===== config.mk =====
export PLATFORM = sky130hd
export DESIGN_NAME = group_fake_quantize_activations_unit
export DESIGN_NICKNAME = d
export VERILOG_FILES = /design/src/rtl/gfq_pkg.sv /design/src/rtl/gfq_div.sv /design/src/rtl/gfq_lane.sv /design/src/rtl/group_fake_quantize_activations_unit.sv
export SDC_FILE = /design/constraint.sdc
export NUM_CORES = 2
export LEC_CHECK = 0
export BUFFER_PORTS_ARGS = -buffer_cell sky130_fd_sc_hd__buf_4
export CORE_MARGIN = 2
export CORE_UTILIZATION = 50
export CTS_CLUSTER_DIAMETER = 50
export DETAILED_ROUTE_END_ITERATION = 6
export MAX_ROUTING_LAYER = met4
export PLACE_DENSITY = 0.65
export SLEW_MARGIN = 20
export SYNTH_ARGS = -nofsm -noshare
export SYNTH_HDL_FRONTEND = slang
export SYNTH_SLANG_ARGS = --single-unit
export TNS_END_PERCENT = 20

===== constraint.sdc =====
create_clock -name clock -period 16.1 [get_ports clock]
set_clock_uncertainty 0.15 [all_clocks]
set_input_delay 3.22 -clock clock [delete_from_list [all_inputs] [get_ports clock]]
set_output_delay 3.22 -clock clock [all_outputs]
set_load 0.01 [all_outputs]

===== src/rtl/gfq_pkg.sv =====
// ----------------------------------------------------------------------------
// gfq_pkg
// Shared types, constants and helpers of the group fake-quantize unit.
// ----------------------------------------------------------------------------
package gfq_pkg;

   // quantization bit-width register
   localparam int QBITS_W = 4;
   localparam logic [QBITS_W-1:0] QBITS_RESET = 4'd6;
   localparam logic [QBITS_W-1:0] QBITS_MIN = 4'd1;
   localparam logic [QBITS_W-1:0] QBITS_MAX = 4'd8;
   localparam int LEVEL_BITS = 8;

   // lane sequencer
   typedef enum logic [2:0] {
      LN_IDLE,
      LN_DIV1S,
      LN_DIV1,
      LN_MUL2,
      LN_DIV2S,
      LN_DIV2
   } lane_state_type;

   // group sequencer
   typedef enum logic [2:0] {
      ST_LOAD,
      ST_RANGE,
      ST_ZERO,
      ST_ZWAIT,
      ST_READ,
      ST_START,
      ST_WAIT,
      ST_EMIT
   } seq_state_type;

   // command into a lane
   typedef struct packed {
      logic start;
      logic zero_mode;
      logic keep;
   } lane_cmd_type;

   // status out of a lane
   typedef struct packed {
      logic busy;
   } lane_stat_type;

   // levels = 2^bits - 1, bits clamped to 1..8
   function automatic logic [LEVEL_BITS-1:0] levels_of(input logic [QBITS_W-1:0] qb);
      logic [QBITS_W-1:0] b;
      logic [LEVEL_BITS:0] v;
      begin
         if (qb < QBITS_MIN) begin
            b = QBITS_MIN;
         end else if (qb > QBITS_MAX) begin
            b = QBITS_MAX;
         end else begin
            b = qb;
         end
         v = ((LEVEL_BITS + 1)'(1) << b) - (LEVEL_BITS + 1)'(1);
         levels_of = v[LEVEL_BITS-1:0];
      end
   endfunction

endpackage


===== src/rtl/gfq_div.sv =====
// ----------------------------------------------------------------------------
// gfq_div
// Restoring unsigned divider, one quotient bit per cycle, result rounded
// to nearest with halves up.
// ----------------------------------------------------------------------------
module gfq_div #(
   parameter int NW = 24,
   parameter int DW = 16
) (
   input  logic          clock,
   input  logic          reset,
   input  logic          start,
   input  logic [NW-1:0] num,
   input  logic [DW-1:0] den,
   output logic          busy,
   output logic [NW-1:0] quot
);

   localparam int CW = $clog2(NW + 1);

   logic          busy_ff;
   logic [CW-1:0] cnt_ff;
   logic [NW-1:0] num_ff;
   logic [DW-1:0] den_ff;
   logic [DW-1:0] rem_ff;
   logic [NW-1:0] quo_ff;

   logic [DW:0]   trial;
   logic          fits;
   logic          round_up;

   // one restoring step
   assign trial = {rem_ff, num_ff[NW-1]};
   assign fits  = (trial >= {1'b0, den_ff});

   always_ff @(posedge clock) begin
      if (reset) begin
         busy_ff <= 1'b0;
      end else if (start) begin
         busy_ff <= 1'b1;
      end else if (busy_ff && (cnt_ff == CW'(1))) begin
         busy_ff <= 1'b0;
      end
   end

   always_ff @(posedge clock) begin
      if (start) begin
         cnt_ff <= CW'(NW);
         num_ff <= num;
         den_ff <= den;
         rem_ff <= '0;
         quo_ff <= '0;
      end else if (busy_ff) begin
         cnt_ff <= cnt_ff - CW'(1);
         num_ff <= {num_ff[NW-2:0], 1'b0};
         rem_ff <= fits ? DW'(trial - {1'b0, den_ff}) : DW'(trial);
         quo_ff <= {quo_ff[NW-2:0], fits};
      end
   end

   // round half up on the remainder
   assign round_up = ({1'b0, rem_ff, 1'b0} >= {2'b0, den_ff});
   assign quot     = quo_ff + NW'(round_up);
   assign busy     = busy_ff;

endmodule


===== src/rtl/gfq_lane.sv =====
// ----------------------------------------------------------------------------
// gfq_lane
// One fake-quantize lane: quantize one sample to the group's levels and
// dequantize it back, or compute the group zero point.
// ----------------------------------------------------------------------------
module gfq_lane #(
   parameter int S = 16
) (
   input  logic                      clock,
   input  logic                      reset,
   input  gfq_pkg::lane_cmd_type     cmd,
   input  logic signed [S-1:0]       x,
   input  logic [7:0]                levels,
   input  logic [S-1:0]              range,
   input  logic [7:0]                zero,
   output gfq_pkg::lane_stat_type    stat,
   output logic signed [S-1:0]       res,
   output logic [7:0]                zero_out
);

   localparam int NW = S + 8;
   localparam int TW = S + 10;
   localparam logic signed [TW-1:0] SMAX_T = {11'b0, {(S-1){1'b1}}};
   localparam logic signed [TW-1:0] SMIN_T = {{11{1'b1}}, {(S-1){1'b0}}};

   gfq_pkg::lane_state_type state_ff, state_in;

   logic                 neg_ff;
   logic [NW-1:0]        mag_ff;
   logic signed [8:0]    d_ff;
   logic signed [S-1:0]  res_ff;
   logic [7:0]           zero_out_ff;

   logic signed [S+8:0]  p1;
   logic signed [S+9:0]  p2;
   logic                 div_start;
   logic [S-1:0]         div_den;
   logic                 div_busy;
   logic [NW-1:0]        div_q;
   logic signed [TW-1:0] sr;
   logic signed [TW-1:0] zr;
   logic signed [TW-1:0] t;
   logic [7:0]           qv;
   logic signed [S-1:0]  sat;

   // shared divider: by range first, then by levels
   assign div_start = (state_ff == gfq_pkg::LN_DIV1S) || (state_ff == gfq_pkg::LN_DIV2S);
   assign div_den   = (state_ff == gfq_pkg::LN_DIV1S) ? range : S'(levels);

   gfq_div #(.NW(NW), .DW(S)) u_div (
      .clock (clock),
      .reset (reset),
      .start (div_start),
      .num   (mag_ff),
      .den   (div_den),
      .busy  (div_busy),
      .quot  (div_q)
   );

   // products
   assign p1 = x * $signed({1'b0, levels});
   assign p2 = d_ff * $signed({1'b0, range});

   // signed quotient and its uses
   always_comb begin
      sr = neg_ff ? -$signed({2'b0, div_q}) : $signed({2'b0, div_q});
      zr = -sr;
      t  = sr + $signed({{(S+2){1'b0}}, zero});
      if (t < 0) begin
         qv = 8'd0;
      end else if (t > $signed({{(S+2){1'b0}}, levels})) begin
         qv = levels;
      end else begin
         qv = t[7:0];
      end
      if (sr > SMAX_T) begin
         sat = SMAX_T[S-1:0];
      end else if (sr < SMIN_T) begin
         sat = SMIN_T[S-1:0];
      end else begin
         sat = sr[S-1:0];
      end
   end

   // next state
   always_comb begin
      state_in = state_ff;
      case (state_ff)
         gfq_pkg::LN_IDLE: begin
            if (cmd.start && !cmd.keep) state_in = gfq_pkg::LN_DIV1S;
         end
         gfq_pkg::LN_DIV1S: state_in = gfq_pkg::LN_DIV1;
         gfq_pkg::LN_DIV1: begin
            if (!div_busy) state_in = cmd.zero_mode ? gfq_pkg::LN_IDLE : gfq_pkg::LN_MUL2;
         end
         gfq_pkg::LN_MUL2:  state_in = gfq_pkg::LN_DIV2S;
         gfq_pkg::LN_DIV2S: state_in = gfq_pkg::LN_DIV2;
         gfq_pkg::LN_DIV2: begin
            if (!div_busy) state_in = gfq_pkg::LN_IDLE;
         end
         default: state_in = gfq_pkg::LN_IDLE;
      endcase
   end

   always_ff @(posedge clock) begin
      if (reset) begin
         state_ff <= gfq_pkg::LN_IDLE;
      end else begin
         state_ff <= state_in;
      end
   end

   // zero mode is held by the caller for the whole computation
   always_ff @(posedge clock) begin
      case (state_ff)
         gfq_pkg::LN_IDLE: begin
            if (cmd.start) begin
               res_ff <= x;
               neg_ff <= p1[S+8];
               mag_ff <= p1[S+8] ? NW'(-p1) : NW'(p1);
            end
         end
         gfq_pkg::LN_DIV1: begin
            if (!div_busy) begin
               if (zr < 0) begin
                  zero_out_ff <= 8'd0;
               end else if (zr > $signed({{(S+2){1'b0}}, levels})) begin
                  zero_out_ff <= levels;
               end else begin
                  zero_out_ff <= zr[7:0];
               end
               d_ff <= $signed({1'b0, qv}) - $signed({1'b0, zero});
            end
         end
         gfq_pkg::LN_MUL2: begin
            neg_ff <= p2[S+9];
            mag_ff <= p2[S+9] ? NW'(-p2) : NW'(p2);
         end
         gfq_pkg::LN_DIV2: begin
            if (!div_busy) res_ff <= sat;
         end
         default: begin
         end
      endcase
   end

   assign stat.busy = (state_ff != gfq_pkg::LN_IDLE);
   assign res       = res_ff;
   assign zero_out  = zero_out_ff;

endmodule


===== src/rtl/group_fake_quantize_activations_unit.sv =====
// ----------------------------------------------------------------------------
// group_fake_quantize_activations_unit
// Asymmetric group fake-quantizer for signed activation pairs.
// ----------------------------------------------------------------------------
// Items are taken one pair per cycle until a group of GROUP_SIZE/2 pairs is
// stored; intake then stops while the group is emitted in arrival order.
// Emission first computes the zero point on one lane, then each pair goes
// through two lanes in parallel, each doing two bit-serial divisions of
// SAMPLE_BITS+8 steps, and the pair then waits on any output stall; a pair
// with both samples salient skips the divisions, otherwise a salient sample
// waits for its partner lane. The lane dividers set the rate. quant_bits is
// sampled when a group fills.
// ----------------------------------------------------------------------------
module group_fake_quantize_activations_unit #(
   parameter int GROUP_SIZE  = 128,
   parameter int SAMPLE_BITS = 16
) (
   input  logic clock,
   input  logic reset,
   // sample_a, sample_b (from bit 0 up)
   input  logic [((2*SAMPLE_BITS+7)/8)*8-1:0] req_tdata,
   // keep_a, keep_b (from bit 0 up)
   input  logic [1:0]                         req_tuser,
   input  logic                               req_tvalid,
   output logic                               req_tready,
   // value_a, value_b (from bit 0 up)
   output logic [((2*SAMPLE_BITS+7)/8)*8-1:0] rsp_tdata,
   output logic                               rsp_tlast,
   output logic                               rsp_tvalid,
   input  logic                               rsp_tready,
   input  logic                               csr_wen,
   input  logic [gfq_pkg::QBITS_W-1:0]        csr_wdata
);

   localparam int S     = SAMPLE_BITS;
   localparam int PAIRS = GROUP_SIZE / 2;
   localparam int AW    = $clog2(PAIRS);
   localparam int EW    = 2 * S + 2;
   localparam int TDW   = ((2 * S + 7) / 8) * 8;

   gfq_pkg::seq_state_type state_ff, state_in;

   logic [EW-1:0]              mem [PAIRS];
   logic [EW-1:0]              rd_data_ff;
   logic [AW-1:0]              cnt_ff;
   logic [AW-1:0]              rd_idx_ff;
   logic signed [S-1:0]        min_ff;
   logic signed [S-1:0]        max_ff;
   logic [gfq_pkg::QBITS_W-1:0] qbits_ff;
   logic [7:0]                 levels_ff;
   logic [S-1:0]               range_ff;
   logic [7:0]                 zero_ff;
   logic                       rsp_valid_ff;
   logic signed [S-1:0]        va_ff;
   logic signed [S-1:0]        vb_ff;
   logic                       last_ff;

   logic                       in_acc;
   logic signed [S-1:0]        in_a;
   logic signed [S-1:0]        in_b;
   logic signed [S-1:0]        lo;
   logic signed [S-1:0]        hi;
   logic                       load_last;
   logic                       emit_last;
   logic                       slot_free;
   logic signed [S:0]          diff;
   gfq_pkg::lane_cmd_type      cmd_a, cmd_b;
   gfq_pkg::lane_stat_type     stat_a, stat_b;
   logic signed [S-1:0]        x_a;
   logic signed [S-1:0]        res_a, res_b;
   logic [7:0]                 zero_a;

   assign in_acc    = req_tvalid && req_tready;
   assign in_a      = req_tdata[S-1:0];
   assign in_b      = req_tdata[2*S-1:S];
   assign lo        = (in_a < in_b) ? in_a : in_b;
   assign hi        = (in_a < in_b) ? in_b : in_a;
   assign load_last = (cnt_ff == AW'(PAIRS - 1));
   assign emit_last = (rd_idx_ff == AW'(PAIRS - 1));
   assign slot_free = !rsp_valid_ff || rsp_tready;
   assign diff      = {max_ff[S-1], max_ff} - {min_ff[S-1], min_ff};

   // configuration register
   always_ff @(posedge clock) begin
      if (reset) begin
         qbits_ff <= gfq_pkg::QBITS_RESET;
      end else if (csr_wen) begin
         qbits_ff <= csr_wdata;
      end
   end

   // group sequencer
   always_comb begin
      state_in = state_ff;
      case (state_ff)
         gfq_pkg::ST_LOAD: begin
            if (in_acc && load_last) state_in = gfq_pkg::ST_RANGE;
         end
         gfq_pkg::ST_RANGE: state_in = gfq_pkg::ST_ZERO;
         gfq_pkg::ST_ZERO:  state_in = gfq_pkg::ST_ZWAIT;
         gfq_pkg::ST_ZWAIT: begin
            if (!stat_a.busy) state_in = gfq_pkg::ST_READ;
         end
         gfq_pkg::ST_READ:  state_in = gfq_pkg::ST_START;
         gfq_pkg::ST_START: state_in = gfq_pkg::ST_WAIT;
         gfq_pkg::ST_WAIT: begin
            if (!stat_a.busy && !stat_b.busy) state_in = gfq_pkg::ST_EMIT;
         end
         gfq_pkg::ST_EMIT: begin
            if (slot_free) state_in = emit_last ? gfq_pkg::ST_LOAD : gfq_pkg::ST_READ;
         end
         default: state_in = gfq_pkg::ST_LOAD;
      endcase
   end

   always_ff @(posedge clock) begin
      if (reset) begin
         state_ff <= gfq_pkg::ST_LOAD;
      end else begin
         state_ff <= state_in;
      end
   end

   assign req_tready = (state_ff == gfq_pkg::ST_LOAD);

   // pair store
   always_ff @(posedge clock) begin
      if (in_acc) mem[cnt_ff] <= {req_tuser[1], req_tuser[0], in_b, in_a};
      rd_data_ff <= mem[rd_idx_ff];
   end

   // fill and read counters
   always_ff @(posedge clock) begin
      if (reset) begin
         cnt_ff    <= '0;
         rd_idx_ff <= '0;
      end else begin
         if (in_acc) cnt_ff <= load_last ? '0 : cnt_ff + AW'(1);
         if ((state_ff == gfq_pkg::ST_EMIT) && slot_free) begin
            rd_idx_ff <= emit_last ? '0 : rd_idx_ff + AW'(1);
         end
      end
   end

   // group statistics
   always_ff @(posedge clock) begin
      if (in_acc) begin
         if (cnt_ff == '0) begin
            min_ff <= lo;
            max_ff <= hi;
         end else begin
            if (lo < min_ff) min_ff <= lo;
            if (hi > max_ff) max_ff <= hi;
         end
         if (load_last) levels_ff <= gfq_pkg::levels_of(qbits_ff);
      end
      if (state_ff == gfq_pkg::ST_RANGE) begin
         range_ff <= (diff == '0) ? S'(1) : diff[S-1:0];
      end
      if ((state_ff == gfq_pkg::ST_ZWAIT) && !stat_a.busy) zero_ff <= zero_a;
   end

   // lane commands
   always_comb begin
      cmd_a.zero_mode = (state_ff == gfq_pkg::ST_ZERO) || (state_ff == gfq_pkg::ST_ZWAIT);
      cmd_a.start     = (state_ff == gfq_pkg::ST_ZERO) || (state_ff == gfq_pkg::ST_START);
      cmd_a.keep      = (state_ff == gfq_pkg::ST_START) && rd_data_ff[2*S];
      cmd_b.zero_mode = 1'b0;
      cmd_b.start     = (state_ff == gfq_pkg::ST_START);
      cmd_b.keep      = rd_data_ff[2*S+1];
      x_a             = (state_ff == gfq_pkg::ST_ZERO) ? min_ff : rd_data_ff[S-1:0];
   end

   gfq_lane #(.S(S)) u_lane_a (
      .clock    (clock),
      .reset    (reset),
      .cmd      (cmd_a),
      .x        (x_a),
      .levels   (levels_ff),
      .range    (range_ff),
      .zero     (zero_ff),
      .stat     (stat_a),
      .res      (res_a),
      .zero_out (zero_a)
   );

   // lane b never computes the zero point
   gfq_lane #(.S(S)) u_lane_b (
      .clock    (clock),
      .reset    (reset),
      .cmd      (cmd_b),
      .x        (rd_data_ff[2*S-1:S]),
      .levels   (levels_ff),
      .range    (range_ff),
      .zero     (zero_ff),
      .stat     (stat_b),
      .res      (res_b),
      .zero_out ()
   );

   // merge lanes into the output register
   always_ff @(posedge clock) begin
      if (reset) begin
         rsp_valid_ff <= 1'b0;
      end else if ((state_ff == gfq_pkg::ST_EMIT) && slot_free) begin
         rsp_valid_ff <= 1'b1;
      end else if (rsp_tready) begin
         rsp_valid_ff <= 1'b0;
      end
   end

   always_ff @(posedge clock) begin
      if ((state_ff == gfq_pkg::ST_EMIT) && slot_free) begin
         va_ff   <= res_a;
         vb_ff   <= res_b;
         last_ff <= emit_last;
      end
   end

   assign rsp_tdata  = TDW'({vb_ff, va_ff});
   assign rsp_tlast  = last_ff;
   assign rsp_tvalid = rsp_valid_ff;

endmodule


==> reports/metrics.yaml <==
cts_root_buf: "clkbuf_16"
critPathMaxFanout: 9
critPathArrivalTime_ns: 11.05
fin_tns_setup_ns: 0
rows: 186
drive_above_1_share_pct: 18.0
worst_slew_pin_slew_ns: 1.30
hold_viol: 0
cts.reportedPaths.clkPinSlew_ns: 0.05
place.gp.congestion: 0.882
synth_edf_count: 2461
pre_cts_ws_ns: 5.65
grt_start_max_net_pins: 152
required_ns: 16.58
synth-simple-area-share_pct: 6.91
synth-xor-area-share_pct: 2.39
avgRoutedWirePerCell_um: 27.1
fin_ws_ns: 5.53
cts_setup_buffers: 0
critPathSlowestCell: "a2111oi_0"
critPathKind: "reg2reg"
ys_seq_area_share_pct: 59.5
synth_top_family_by_area: "multiplexers"
wl_mm: 331
seq_area_um2: 77000
grt_pass1_vias: 74474
status: "completed"
cap_viol_max_count: 0
globalRoute.totalOverflow: 0
syn_area_per_cell_um2: 15.4
muxShareOfSynthArea_pct: 13.7
synth_top_cell_by_area: "edfxtp_1"
post_dp_cell_area_um2: 135000
period_minus_slack_ns: 10.57
grt_use_total_pct: 26.0
ys_async_sr_fraction_pct: 0
synth-main-ff-cell: "edfxtp_1"
ys_warn_count: 0
hold_path_class: "reg2reg"
nets: 9442
drcViolationCount: 0
clock_latency_ns: 0.96
synth-seq-cells: 2613
rrSetupSlack_ns: 5.53
cts_htree_levels: 5
ir_worst_vdd_uv: 159
via_count: 73666
end_kind: "register"
antenna_found_initial: 36
start_util_pct: 50.3
multi_input_area_um2: 48900
rsz0062_at_grt: "no"
vias_per_cell: 6.03
synthTopCellsByArea: "edfxtp_1 (57%), mux4_2 (12%), fa_1 (6.3%)"
cts_hold_buf: 0
syn_area_um2: 129000
num_io_pins: 78
clock_sinks: 2613
max_slew_margin_pct: 10.6
cts_tree: "done"
synth.distinct_cells: 108
core_region_area_um2: 257000
post-dp-hpwl_mm: 210
slowest_delay_ns: 0.87
drt_iter0_markers: 7829
synth_fa_ha_area_share_pct: 10.3
die_y_um: 513
ant_nets: 0
p_leak_uw: 0.0504
clockBufferDepth: 4
cts_buffers: 315
die_area_um2: 263000
cts_resized: 0
fmaxAchievable_mhz: 94.6
die_x_um: 513
finalCritPeriodShare_pct: 65.6
powerDensity_nw_per_um2: 147
synth_compound_area_share_pct: 4.11
first_pass_iters: 6
grt_pass1_wl_mm: 492
setup_violations: 0
area_delta_synth_final_pct: 11.6
io_buffer_count: 77
dp_cells: 11649
stdcell_count: 12218
synth_top_cell_area_share_pct: 57.1
design_area_um2: 144000
startpoint_type: "register"
slew_viol_final: 0
cpMostUsedCell: "a21o_1"
fillCellCount: 19773
synth_cells: 8427
-- power breakdown --
group / switching [µW] / total [µW] / internal (µW) / leakage [µW]
registers: 125 / 7880 / 7750 / 0.0234
clock network: 2770 / 6770 / 4000 / 0.00478
logic: 4020 / 6520 / 2490 / 0.0222
-- area by class of cell --
type,count,share of cell area (%)
Sequential cell,2613,53.3
Multi-Input combinational cell,4735,33.9
Clock buffer,382,5.74
Tap cell,3384,2.93
Inverter,679,1.76
Timing Repair Buffer,238,1.29
Clock inverter,171,1.09
Antenna cell,16,0.0277
-- cells by family (layout without fill, tap and decap cells) --
family,count (synthesis),in the layout
simple gates,1863,1863
fa+ha+maj,817,817
mux,869,869
other cells,1,18
xor+xnor,353,353
buf+inv,1080,1470
flops,2613,2613
compound gates,831,831
-- cell usage after synthesis, drive strengths merged, types with 95 or more instances --
master and number:
and2 205, fa 409, mux2i 119, o21ai 225
inv 676, nor2 445, edfxtp 2461, clkbuf 304
a21oi 223, dfxtp 152, xor2 109, ha 408
mux4 714, xnor2 244, nor3 95, buf 97
nand2 669
-- layout by cell type (no fill, tap or decap), types with 50 or more instances in the layout --
| master | instances |
|---|---|
| inv_1 | 674 |
| ha_1 | 408 |
| buf_4 | 232 |
| nand2_1 | 666 |
| dfxtp_1 | 144 |
| a21oi_1 | 220 |
| nor2_1 | 377 |
| nor2_4 | 66 |
| nor3_1 | 93 |
| a21o_1 | 75 |
| mux4_2 | 714 |
| clkinv_1 | 50 |
| mux2i_1 | 118 |
| fa_1 | 409 |
| xnor2_1 | 243 |
| nand2b_1 | 77 |
| clkbuf_1 | 58 |
| nand3_1 | 81 |
| o21ai_0 | 206 |
| edfxtp_1 | 2461 |
| clkbuf_16 | 321 |
| xor2_1 | 108 |
| and2_1 | 205 |
-- final timing paths --
path | cells after the start | endpoint | from
hold / removal | 0 | vb_ff[10] | u_lane_b.res[10]
setup / recovery | 43 | u_lane_a.d_ff[8] | u_lane_a.u_div.den_ff[2]
setup reg to reg | 43 | u_lane_a.d_ff[8] | u_lane_a.u_div.den_ff[2]
hold reg to reg | 0 | vb_ff[10] | u_lane_b.res[10]
-- registers in the layout, indices dropped and copies added, names as in the netlist, 24 cells and up --
signal	count
rd_data_ff	34
u_lane_a.u_div.quo_ff	24
u_lane_a.mag_ff	24
u_lane_b.mag_ff	24
u_lane_b.u_div.quo_ff	24
mem	2176
u_lane_b.u_div.num_ff	24
u_lane_a.u_div.num_ff	24
-- routing by layer --
layer	track usage [%]	share of wire, %	up-vias
met5	-	0	-
li1	-	-	31849
met3	3.39	7.1	523
met1	34.9	41	38439
met2	41.9	49	2855
met4	7.71	3.1	0
-- worst max-delay path, delay by kind of cell (launching register included) --
family                   cells  cell delay (ns)
XOR/XNOR                     2             0.63
AO/OA/AOI/OAI               21             4.42
adder cells (fa/ha/maj)      8             2.55
flip-flops                   1             0.31
AND/OR/NAND/NOR              9             1.86
buffers and inverters        2             0.10
multiplexers                 1             0.27
-- stage by stage --
stage                     power, µW  hold slack (ns)  utilization [%]
after floorplan               12700            0.250                -
after global placement        14300            0.252             52.3
after detailed placement      14400            0.255             52.3
after CTS                     21200            0.267             56.1
after global routing          22300            0.275             56.2
final                         21200            0.266             56.2
Note: power is estimated with default switching activity, not from simulation.
